<file path="src/design/sgb_pkg.sv">
// shared types, constants and field layouts for the spatial grid binning histogram
package sgb_pkg;

    // default store geometry
    localparam int MAX_CELLS_DEF  = 4096;
    localparam int COUNT_BITS_DEF = 16;

    // field widths
    localparam int REG_W     = 16;
    localparam int CFG_IDX_W = 2;
    localparam int COORD_W   = 16;
    localparam int INDEX_W   = 12;
    localparam int COUNT_W   = 16;
    localparam int TOTAL_W   = 24;
    localparam int STATUS_W  = 2;

    // configuration register indexes
    localparam logic [CFG_IDX_W-1:0] REG_EXTENT_ROWS = 2'd0;
    localparam logic [CFG_IDX_W-1:0] REG_EXTENT_COLS = 2'd1;
    localparam logic [CFG_IDX_W-1:0] REG_BIN_SIZE    = 2'd2;

    // configuration reset values
    localparam logic [REG_W-1:0] EXTENT_ROWS_RST = 16'd512;
    localparam logic [REG_W-1:0] EXTENT_COLS_RST = 16'd512;
    localparam logic [REG_W-1:0] BIN_SIZE_RST    = 16'd16;

    // item kinds
    localparam logic KIND_BIN  = 1'b0;
    localparam logic KIND_READ = 1'b1;

    localparam logic [TOTAL_W-1:0] TOTAL_MAX = {TOTAL_W{1'b1}};

    // shared divider geometry: 32 / 16 with a 16 bit quotient
    localparam int DIVIDEND_W    = 32;
    localparam int QUO_W         = 16;
    localparam int DIV_BITS_STEP = 4;
    localparam int DIV_CYCLES    = QUO_W / DIV_BITS_STEP;
    localparam int DIV_CNT_W     = $clog2(DIV_CYCLES);
    localparam int PROD_W        = 32;

    typedef enum logic [STATUS_W-1:0] {
        STATUS_OK        = 2'd0,
        STATUS_OUTSIDE   = 2'd1,
        STATUS_BAD_INDEX = 2'd2,
        STATUS_GRID      = 2'd3
    } status_t;

    typedef struct packed {
        logic               kind;
        logic [COORD_W-1:0] row_coord;
        logic [COORD_W-1:0] col_coord;
        logic [INDEX_W-1:0] cell_index;
    } item_t;

    typedef struct packed {
        logic [COUNT_W-1:0] cell_count;
        logic [INDEX_W-1:0] target_cell;
        logic [TOTAL_W-1:0] total_points;
        status_t            status;
    } result_t;

    // divider request and response
    typedef struct packed {
        logic                  start;
        logic [DIVIDEND_W-1:0] dividend;
        logic [QUO_W-1:0]      divisor;
    } div_req_t;

    typedef struct packed {
        logic             done;
        logic [QUO_W-1:0] quotient;
    } div_rsp_t;

endpackage

</file>
<file path="src/design/sgb_div.sv">
// iterative restoring divider, 32 by 16 bits, DIV_BITS_STEP quotient bits per cycle
module sgb_div (
    input  logic              clk,
    input  logic              rst_n,
    input  sgb_pkg::div_req_t req,
    output sgb_pkg::div_rsp_t rsp
);

    logic [sgb_pkg::QUO_W-1:0]     rem_reg, rem_next;
    logic [sgb_pkg::QUO_W-1:0]     dvd_reg, dvd_next;
    logic [sgb_pkg::QUO_W-1:0]     dvs_reg;
    logic [sgb_pkg::DIV_CNT_W-1:0] cnt_reg;
    logic                          busy_reg;
    logic                          done_reg;

    // DIV_BITS_STEP shift and subtract steps, taken together in each cycle
    always_comb
    begin
        logic [sgb_pkg::QUO_W:0] trial;
        logic                    qbit;
        rem_next = rem_reg;
        dvd_next = dvd_reg;
        for (int i = 0; i < sgb_pkg::DIV_BITS_STEP; i++)
        begin
            trial = {rem_next, dvd_next[sgb_pkg::QUO_W-1]};
            qbit  = (trial >= {1'b0, dvs_reg});
            if (qbit)
            begin
                trial = trial - {1'b0, dvs_reg};
            end
            rem_next = trial[sgb_pkg::QUO_W-1:0];
            dvd_next = {dvd_next[sgb_pkg::QUO_W-2:0], qbit};
        end
    end

    // control
    always_ff @(posedge clk or negedge rst_n)
    begin
        if (!rst_n)
        begin
            busy_reg <= 1'b0;
            done_reg <= 1'b0;
            cnt_reg  <= '0;
        end
        else
        begin
            done_reg <= 1'b0;
            if (req.start)
            begin
                busy_reg <= 1'b1;
                cnt_reg  <= '0;
            end
            else if (busy_reg)
            begin
                cnt_reg <= cnt_reg + sgb_pkg::DIV_CNT_W'(1);
                if (cnt_reg == sgb_pkg::DIV_CNT_W'(sgb_pkg::DIV_CYCLES - 1))
                begin
                    busy_reg <= 1'b0;
                    done_reg <= 1'b1;
                end
            end
        end
    end

    // datapath, high dividend half must be below the divisor
    always_ff @(posedge clk)
    begin
        if (req.start)
        begin
            rem_reg <= req.dividend[sgb_pkg::DIVIDEND_W-1:sgb_pkg::QUO_W];
            dvd_reg <= req.dividend[sgb_pkg::QUO_W-1:0];
            dvs_reg <= req.divisor;
        end
        else if (busy_reg)
        begin
            rem_reg <= rem_next;
            dvd_reg <= dvd_next;
        end
    end

    assign rsp.done     = done_reg;
    assign rsp.quotient = dvd_reg;

endmodule

</file>
<file path="config.mk">
export PLATFORM = sky130hd
export DESIGN_NAME = sgb_div
export DESIGN_NICKNAME = d
export VERILOG_FILES = /design/src/design/sgb_pkg.sv /design/src/design/sgb_div.sv
export SDC_FILE = /design/constraint.sdc
export NUM_CORES = 1
export LEC_CHECK = 0
export BUFFER_PORTS_ARGS = -buffer_cell sky130_fd_sc_hd__buf_4
export CAP_MARGIN = 20
export CORE_MARGIN = 4
export CORE_UTILIZATION = 50
export DETAILED_ROUTE_END_ITERATION = 6
export PLACE_DENSITY = 0.73
export SLEW_MARGIN = 20
export SYNTH_ARGS = -nofsm -noshare
export SYNTH_HDL_FRONTEND = slang
export SYNTH_SLANG_ARGS = --single-unit
</file>
<file path="constraint.sdc">
create_clock -name clk -period 10.4 [get_ports clk]
set_input_delay 2.08 -clock clk [delete_from_list [all_inputs] [get_ports clk]]
set_output_delay 2.08 -clock clk [all_outputs]
set_load 0.05 [all_outputs]
</file>
==> results.md, run 1 <==
- Status: completed
- Vias: 5265
- GRT met2 Usage: 41.1%
- Fin crit share: 94.2%
- Worst EP required: 10.45 ns
- Post-synth EDFFs: 48
- Die Y-Extent: 116 um
- CP max FO: 9
- Row cnt: 39
- DRT iter0 DRCs: 474
- Vias per cell: 6.24
- Crit path top cell by count: ha_1
- Setup TNS: 0 ns
- Layout cells sized above 1: about a quarter
- RSZ-0062 raised after global routing: false
- Initial Util: 50.9%
- GRT overflow: 0
- Mean post-synth cell area: ~9 um2
- Vias in the first global route: a little over 5000
- Nets: 820
- Most used DFF post-synth: edfxtp_1
- Clock Path Buffers: 2
- Slew @ Worst Pin: 0.725 ns
- #FFs+latches synth: 52
- Worst Skew: 0.00794 ns
- HPWL Detailed: 12800 um
- Crit Path Category: reg2reg
- Full die area: 13400 um2
- Placed insts: ~830
- Diodes inserted: 0
- H-tree depth: 2
- Largest stage delay on the critical path: 0.54 ns
- Slew headroom: 51.1%
- Area growth syn-to-layout: 15.4%
- Non-filler cells, final: 844
- Number of library cell types mapped by synthesis: 63
- Gr busiest metal: met2
- Max Clk Rate: slightly above 100 MHz
- I/O pin total: 68
- Clock-pin slew on the worst setup and hold paths: 0.07 ns
- 1st-pass router iterations: 5
- Final Setup Violations: 0
- Sequential-to-total area share from yosys stat: 26.6%
- Clock root buffer master: clkbuf_16
- Global-route usage over all layers: 24.5%
- Die width: 116 um
- Worst path slowest cell: or4_1
- Post-Syn Nets: 747
- Worst R2R End: rem_reg[0]
- Drt wl/cell: between 15 and 20 um
- Final Slew Violations: 0
- R2R depth: 38
- Synth warn: 0
- Post-synth ARST share: 7.69%
- Worst r2r src: dvs_reg[0]
- Remaining antenna violation count: 0
- Final period demand of the worst path: 9.80 ns
- Routability Congestion: ~0.99
- Skew-Pair Late Insertion Delay: 0.30 ns
- Core ar.: 11400 um2
- Post-Syn Instances: 627
- Clock tree from TritonCTS: yes
- Final WS setup: 0.599 ns
- Post-route DRC: 0
- Final Hold Fails: 0
- Mapped Area: 5790 um2
- Hold WC Path Type: reg2reg
- Min-delay src: cnt_reg[0]
- Crit. End Element: flip-flop
- Met3 global-route usage: 2.92%
- Number of fill cells: 957
- FF-to-FF setup slack: 0.60 ns
- CTS sink count: 52
- First-pass GRT wire length: 25700 um
- CTS buffer count: 5
- Worst EP arrival: 9.85 ns
- Hold Path Depth: 2
- Buffers on Ports: 67
- Max_cap viols: 0
- Post-Route WL: 16400 um
- Hold Buf Count CTS: 0
- Largest net degree at the start of global routing: 56
- Initial antenna violation count: 0
- WHS Endpoint: cnt_reg[0]
- Crit start category: flip-flop
- DP Worst Slack: 0.0531 ns
- Met1 usage: 31.9%
kinds of logic (layout without fill, tap and decap cells):
family / Yosys count / count (layout) / share of synthesized area (%)
xor+xnor: 49 / 49 / 7.42
fa+ha+maj: 69 / 69 / 15.4
simple gates: 163 / 163 / 13.3
buf+inv: 60 / 132 / 5.08
mux: 57 / 59 / 11.2
compound gates: 177 / 177 / 20.9
flops: 52 / 52 / 26.6
synthesized netlist by cell type (3+ instances only):
master / n / area share [%]
a211o_1: 3 / 0.45
a211oi_1: 7 / 0.91
a21boi_0: 3 / 0.39
a21o_1: 16 / 2.1
a21oi_1: 47 / 4.1
a31oi_1: 4 / 0.43
and3_1: 4 / 0.43
buf_4: 3 / 0.39
buf_6: 6 / 1.2
clkbuf_1: 12 / 0.78
dfrtp_1: 4 / 1.7
edfxtp_1: 48 / 25
fa_1: 4 / 1.4
ha_1: 65 / 14
inv_1: 36 / 2.3
mux2_2: 44 / 8.6
mux2_4: 5 / 1.3
mux2i_1: 8 / 1.4
nand2_1: 37 / 2.4
nand3_1: 16 / 1.4
nand4_1: 11 / 1.2
nor2_1: 50 / 3.2
nor2b_1: 7 / 0.76
nor3_1: 17 / 1.5
nor4_1: 3 / 0.32
o211ai_1: 5 / 0.65
o21a_1: 19 / 2.5
o21ai_0: 30 / 2.6
o21bai_1: 6 / 0.78
o311ai_0: 8 / 1.2
or2_2: 5 / 0.54
xnor2_1: 30 / 4.5
xor2_1: 19 / 2.9
through the flow:
stage,hold WS (ns),area [um2],util (%)
global route,0.599,6680,58.7
floorplan,0.490,5790,-
global placement,0.509,6450,56.7
finish,0.557,6680,58.7
detailed placement,0.540,6450,56.7
CTS,0.561,6600,58.0
per-layer routing:
layer / up-vias / wire length, um
met5: - / 0
met4: 0 / 662
met3: 49 / 955
met2: 222 / 7770
met1: 2493 / 7010
li1: 2501 / -
layout by cell type (no fill, tap or decap), types with 4 or more instances in the layout:
| cell type | Yosys | layout |
|---|---|---|
| buf_4 | 3 | 87 |
| ha_1 | 65 | 64 |
| nor2_1 | 50 | 50 |
| edfxtp_1 | 48 | 48 |
| a21oi_1 | 47 | 46 |
| mux2_2 | 44 | 45 |
| nand2_1 | 37 | 36 |
| inv_1 | 36 | 36 |
| xnor2_1 | 30 | 30 |
| o21ai_0 | 30 | 27 |
| xor2_1 | 19 | 19 |
| o21a_1 | 19 | 18 |
| nor3_1 | 17 | 17 |
| a21o_1 | 16 | 16 |
| nand3_1 | 16 | 16 |
| nand4_1 | 11 | 11 |
| mux2i_1 | 8 | 8 |
| nor2b_1 | 7 | 7 |
| a211oi_1 | 7 | 6 |
| mux2_4 | 5 | 6 |
| o21bai_1 | 6 | 6 |
| o211ai_1 | 5 | 5 |
| or2_2 | 5 | 5 |
| o311ai_0 | 8 | 5 |
| clkbuf_16 | 0 | 5 |
| and3_1 | 4 | 4 |
| a31oi_1 | 4 | 4 |
| o311ai_1 | 2 | 4 |
| fa_1 | 4 | 4 |
| dfrtp_1 | 4 | 4 |
worst max path at each step:
stage | from | to | slack [ns]
6_report | dvs_reg[0] | rem_reg[0] | 0.60
5_1_grt | dvs_reg[6] | rem_reg[1] | 0.05
4_1_cts | dvs_reg[6] | rem_reg[14] | 0.09
3_5_place_dp | dvs_reg[11] | rem_reg[9] | 0.05
3_3_place_gp | dvs_reg[6] | rem_reg[9] | 0.17
2_1_floorplan | dvs_reg[10] | rem_reg[0] | 0.66
repair_timing:
action / in CTS / in global routing
setup endpoints to repair: 1 / 17
pin swaps: 0 / 0
buffers inserted: 0 / 2
gates cloned: 0 / 2
gates resized for setup: 1 / 15
worst max-delay path, delay by kind of cell (launching register included):
kind            cells  cell delay [ns]
compound gates     16             3.66
mux                 6             1.64
fa+ha+maj           5             1.61
flops               1             0.50
simple gates        8             1.75
xor+xnor            1             0.15
buf+inv             2             0.24
area by class of cell:
type | instances | area (um2) | area share, %
clock buffers | 7 | 143 | 2.14
clock inverters | 1 | 7.51 | 0.112
inverters | 37 | 139 | 2.08
multi-input cells | 517 | 4020 | 60.1
flip-flops and latches | 52 | 1540 | 23.1
well taps | 143 | 179 | 2.68
repair buffers | 87 | 653 | 9.78
Power of run 1 is not shown: default switching activity piles up to over one toggle a cycle in this logic, so the estimate is an artifact.
==> inputs of run 2 (changes only) <==
--- a/config.mk
+++ b/config.mk
@@ -10,7 +10,7 @@
 export CORE_MARGIN = 4
 export CORE_UTILIZATION = 50
 export DETAILED_ROUTE_END_ITERATION = 6
-export PLACE_DENSITY = 0.73
+export PLACE_DENSITY = 0.7
 export SLEW_MARGIN = 20
 export SYNTH_ARGS = -nofsm -noshare
 export SYNTH_HDL_FRONTEND = slang
==> constraint.sdc (replaced) <==
create_clock -name clk -period 11.64 [get_ports clk]
set_input_delay 2.328 -clock clk [delete_from_list [all_inputs] [get_ports clk]]
set_output_delay 2.328 -clock clk [all_outputs]
set_load 0.05 [all_outputs]
==> results.md, run 2 (synthesis results as in run 1) <==
- Post-route cell area: 6500 um2 (-2.6%)
- Vias: 5073 (-3.6%)
- DRT iter0 DRCs: 452 (-4.6%)
- GRT overflow: 0 (unchanged)
- Crit start category: flip-flop
- Buffers on Ports: 67 (unchanged)
- Die width: 116 um (unchanged)
- CTS sink count: 52 (unchanged)
- Vias per cell: 6.13 (-1.7%)
- Bufs and invs on worst path: 2 (unchanged)
- Core ar.: 11400 um2 (unchanged)
- First-pass GRT wire length: 26100 um (+1.7%)
- Final Hold Fails: 0 (unchanged)
- Initial antenna violation count: 0 (unchanged)
- Cell Area, Placed: 6340 um2 (-1.6%)
- Status: completed
- Clock tree from TritonCTS: yes
- Skew-Pair Late Insertion Delay: 0.30 ns (about the same)
- Largest stage delay on the critical path: 0.52 ns (-0.02 ns)
- Commonest non-fill, non-tap cells in the layout: buf_4 (71), ha_1 (65), nor2_1 (50), edfxtp_1 (48), a21oi_1 (47)
- Worst path slowest cell: or4_1
- Crit. End Element: flip-flop
- Slew headroom: 42.4% (-8.6 points)
- Row cnt: 39 (unchanged)
- CTS buffer count: 5 (unchanged)
- Post-layout util: 57.2% (-1.6 points)
- Nets: 803 (-2.1%)
- Hold WC Path Type: reg2reg
- Largest net degree at the start of global routing: 56 (unchanged)
- Slew @ Worst Pin: 0.858 ns (+0.133 ns)
- Final Slew Violations: 0 (unchanged)
- HPWL Detailed: 13300 um (+3.6%)
- Crit path top cell by count: o21ai_0
- H-tree depth: 2 (unchanged)
- Setup TNS: 0 ns (unchanged)
- Routability Congestion: 1.00 (+1.0%)
- Full die area: 13400 um2 (unchanged)
- Diodes inserted: 0 (unchanged)
- Drt wl/cell: 20.0 um (+2.7%)
- Vias in the first global route: 5066 (-1.3%)
- Setup Buffers After CTS: 0 (unchanged)
- Crit Path Category: reg2reg
- Fin crit share: 93.2% (-1.1 points)
- Remaining antenna violation count: 0 (unchanged)
- Clock Path Buffers: 2 (unchanged)
- Final period demand of the worst path: 10.84 ns (+1.04 ns)
- Global-route usage over all layers: 25.0% (+0.50 points)
- Delay-heaviest family, CP: compound AO/OA/AOI/OAI gates
- Clock root buffer master: clkbuf_16
- Clock-pin slew on the worst setup and hold paths: 0.07 ns (about the same)
- Worst EP required: 11.64 ns (+1.19 ns)
- Worst Skew: 0.0125 ns (+0.00458 ns)
- FF-to-FF setup slack: 0.80 ns (+0.20 ns)
- Layout cells sized above 1: 20.8% (-2.5 points)
- I/O pin total: 68 (unchanged)
- Hold slack final: 0.559 ns (+0.00189 ns)
- RSZ-0062 raised after global routing: false
- Final Setup Violations: 0 (unchanged)
- Worst EP arrival: 10.85 ns (+1.00 ns)
- Max_cap viols: 0 (unchanged)
- Post-Route WL: 16500 um (+0.67%)
- Area growth syn-to-layout: 12.3%
- Post-route DRC: 0 (unchanged)
- CP max FO: 15 (+6)
- Die Y-Extent: 116 um (unchanged)
- Max Clk Rate: 92.2 MHz (-9.6%)
- Most common cell after layout, fill and taps aside: buf_4
- 1st-pass router iterations: 5 (unchanged)
- Initial Util: 50.9% (unchanged)
-- run 2: area by class of cell --
class | instances | area, um2
timing repair buffer | 71 | 533
tap | 143 | 179
clock inverter | 2 | 11.3
clock buffer | 6 | 129
fill | 1038 | 4870
inverter | 37 | 139
multi-input combinational | 516 | 3970
sequential | 52 | 1540
-- run 2: final timing paths --
kind	end	start	cells past startpoint
worst min-delay path	cnt_reg[1]	cnt_reg[1]	2
worst max register to register	rem_reg[2]	rem_reg[9]	37
worst max-delay path	rem_reg[2]	rem_reg[9]	37
max in group asynchronous	cnt_reg[1]	rst_n	1
worst min register to register	cnt_reg[1]	cnt_reg[1]	2
min in group asynchronous	done_reg	rst_n	1
-- run 2: tightest hold or removal path, cell delays in order (launching register included) --
cell and delay, ns:
dfrtp_1 0.35, mux2i_1 0.07, nor2_1 0.10
-- run 2: metal layers --
metal  GRT usage [%]  wire length [um]  vias to the layer above
li1                -                 -                     2474
met5               0                 0                        -
met4            6.10               269                        0
met2            42.6              8000                      154
met3            2.82               716                       22
met1            34.0              7530                     2423
-- run 2: stage by stage --
step,worst slack [ns],std cells
finish,0.796,827
global route,0.0710,827
CTS,0.317,826
detailed placement,0.381,818
global placement,0.804,818
floorplan,1.90,627
-- run 2: repair_timing --
action | 4_1_cts | 5_1_grt
gates resized for setup | 0 | 6
hold buffers | 0 | 0
hold endpoints to repair | 0 | 0
endpoints found under the setup margin | 0 | 17
Power of run 2 is left out for the same reason.
==> inputs of run 3 (changes only) <==
--- a/config.mk
+++ b/config.mk
@@ -7,10 +7,12 @@
 export LEC_CHECK = 0
 export BUFFER_PORTS_ARGS = -buffer_cell sky130_fd_sc_hd__buf_4
 export CAP_MARGIN = 20
+export CORE_ASPECT_RATIO = 0.7
 export CORE_MARGIN = 4
 export CORE_UTILIZATION = 50
 export DETAILED_ROUTE_END_ITERATION = 6
 export PLACE_DENSITY = 0.7
+export SKIP_CTS_REPAIR_TIMING = 1
 export SLEW_MARGIN = 20
 export SYNTH_ARGS = -nofsm -noshare
 export SYNTH_HDL_FRONTEND = slang
==> results.md, run 3 (synthesis results as in run 1) <==
- FF-to-FF setup slack: 0.62 ns (-0.17 ns)
- Final Hold Fails: 0 (unchanged)
- Clock tree from TritonCTS: yes
- Post-Route WL: 17000 um (+2.8%)
- HPWL Detailed: 13500 um (+1.6%)
- Core ar.: 11200 um2 (-1.8%)
- Max_cap viols: 0 (unchanged)
- Slew headroom: 42.6% (+0.15 points)
- Final period demand of the worst path: 11.02 ns (+0.174 ns)
- CTS buffer count: 5 (unchanged)
- CTS sink count: 52 (unchanged)
- Fin crit share: 94.7% (+1.5 points)
- Met3 global-route usage: 4.02% (+1.2 points)
- Nets: 802 (-0.12%)
- Full die area: 13400 um2 (+0.21%)
- Buffers on Ports: 67 (unchanged)
- Area growth syn-to-layout: 12.3% (unchanged)
- Layout cells sized above 1: 20.4% (-0.41 points)
- H-tree depth: 2 (unchanged)
- First-pass GRT wire length: 26300 um (+0.74%)
- Worst EP required: 11.65 ns (about the same)
- Routability Congestion: 0.970 (-3.2%)
- RSZ-0062 raised after global routing: false
- Skew-Pair Late Insertion Delay: 0.30 ns (about the same)
- Worst Skew: 0.00554 ns (-0.00698 ns)
- Vias per cell: 6.24 (+1.7%)
- Hold WC Path Type: reg2reg
- Final Setup Violations: 0 (unchanged)
- Gr busiest metal: met1
- Largest stage delay on the critical path: 0.54 ns (+0.02 ns)
- 1st-pass router iterations: 5 (unchanged)
- Clock Path Buffers: 2 (unchanged)
- Slew @ Worst Pin: 0.856 ns (-0.00225 ns)
- Row cnt: 32 (-18%)
- Most common cell after layout, fill and taps aside: buf_4
- Die width: 137 um (+18%)
- GRT overflow: 0 (unchanged)
- Diodes inserted: 0 (unchanged)
- Die Y-Extent: 98.0 um (-15%)
- Placed insts: 828 (+1.2%)
- Remaining antenna violation count: 0 (unchanged)
- Commonest non-fill, non-tap cells in the layout: buf_4 (71), ha_1 (65), nor2_1 (50), edfxtp_1 (48), a21oi_1 (47)
- Worst path slowest cell: or4_1
- Drt wl/cell: 20.3 um (+1.7%)
- Largest net degree at the start of global routing: 56 (unchanged)
- Number of fill cells: 986 (-5.0%)
- GRT met2 Usage: 35.8% (-6.7 points)
- Post-route cell area: 6500 um2 (unchanged)
- Clock root buffer master: clkbuf_16
- Crit Path Category: reg2reg
- Post-route DRC: 0 (unchanged)
- Initial Util: 51.8% (+0.91 points)
- Non-filler cells, final: 836 (+1.1%)
- Vias in the first global route: 4973 (-1.8%)
- Global-route usage over all layers: 25.2% (+0.19 points)
- Setup TNS: 0 ns (unchanged)
- Status: completed
- Final Slew Violations: 0 (unchanged)
- Initial antenna violation count: 0 (unchanged)
- Met1 usage: 39.2% (+5.2 points)
- Clock-pin slew on the worst setup and hold paths: 0.07 ns (about the same)
- Worst EP arrival: 11.03 ns (+0.18 ns)
- Hold slack final: 0.555 ns (-0.00357 ns)
- CP max FO: 29 (+14)
- Crit. End Element: flip-flop
- Max Clk Rate: 90.8 MHz (-1.6%)
- Vias: 5216 (+2.8%)
- Crit start category: flip-flop
- Cell Area, Placed: 6360 um2 (+0.20%)
- DRT iter0 DRCs: 572 (+27%)
- I/O pin total: 68 (unchanged)
==> run 3: worst paths after layout <==
check                            start          to  cells past startpoint
setup / recovery           dvs_reg[10]  rem_reg[5]                     39
hold / removal              cnt_reg[1]  cnt_reg[1]                      2
setup reg to reg           dvs_reg[10]  rem_reg[5]                     39
hold reg to reg             cnt_reg[1]  cnt_reg[1]                      2
max in group asynchronous        rst_n    busy_reg                      1
min in group asynchronous        rst_n  cnt_reg[1]                      1
==> run 3: worst max-delay path: cells and delay by family (launching register included) <==
family                   cells  cell delay, ns
AO/OA/AOI/OAI               20            4.90
multiplexers                 4            1.54
adder cells (fa/ha/maj)      4            1.23
buffers and inverters        3            0.74
AND/OR/NAND/NOR              8            1.90
flip-flops                   1            0.39
==> run 3: metal layers <==
layer / vias up / share of wire (%) / wire length (um)
li1: 2461 / - / -
met1: 2453 / 48 / 8160
met2: 268 / 41 / 6950
met3: 34 / 9.0 / 1530
met4: 0 / 2.0 / 345
met5: - / 0 / 0
==> run 3: layout make-up <==
cell class | count | area, um2 | area share, %
multi-input combinational | 515 | 3950 | 60.8
sequential | 52 | 1540 | 23.7
clock inverter | 2 | 13.8 | 0.212
clock buffer | 6 | 129 | 1.98
timing repair buffer | 71 | 533 | 8.20
tap | 153 | 191 | 2.94
inverter | 37 | 139 | 2.14
==> run 3: through the flow <==
step	worst slack, ns	utilization [%]
after global routing	0.0000968	58.2
after floorplan	1.90	-
final	0.622	58.2
after global placement	0.891	56.9
after detailed placement	0.476	56.9
after CTS	0.403	58.2
Power of run 3 is left out for the same reason.
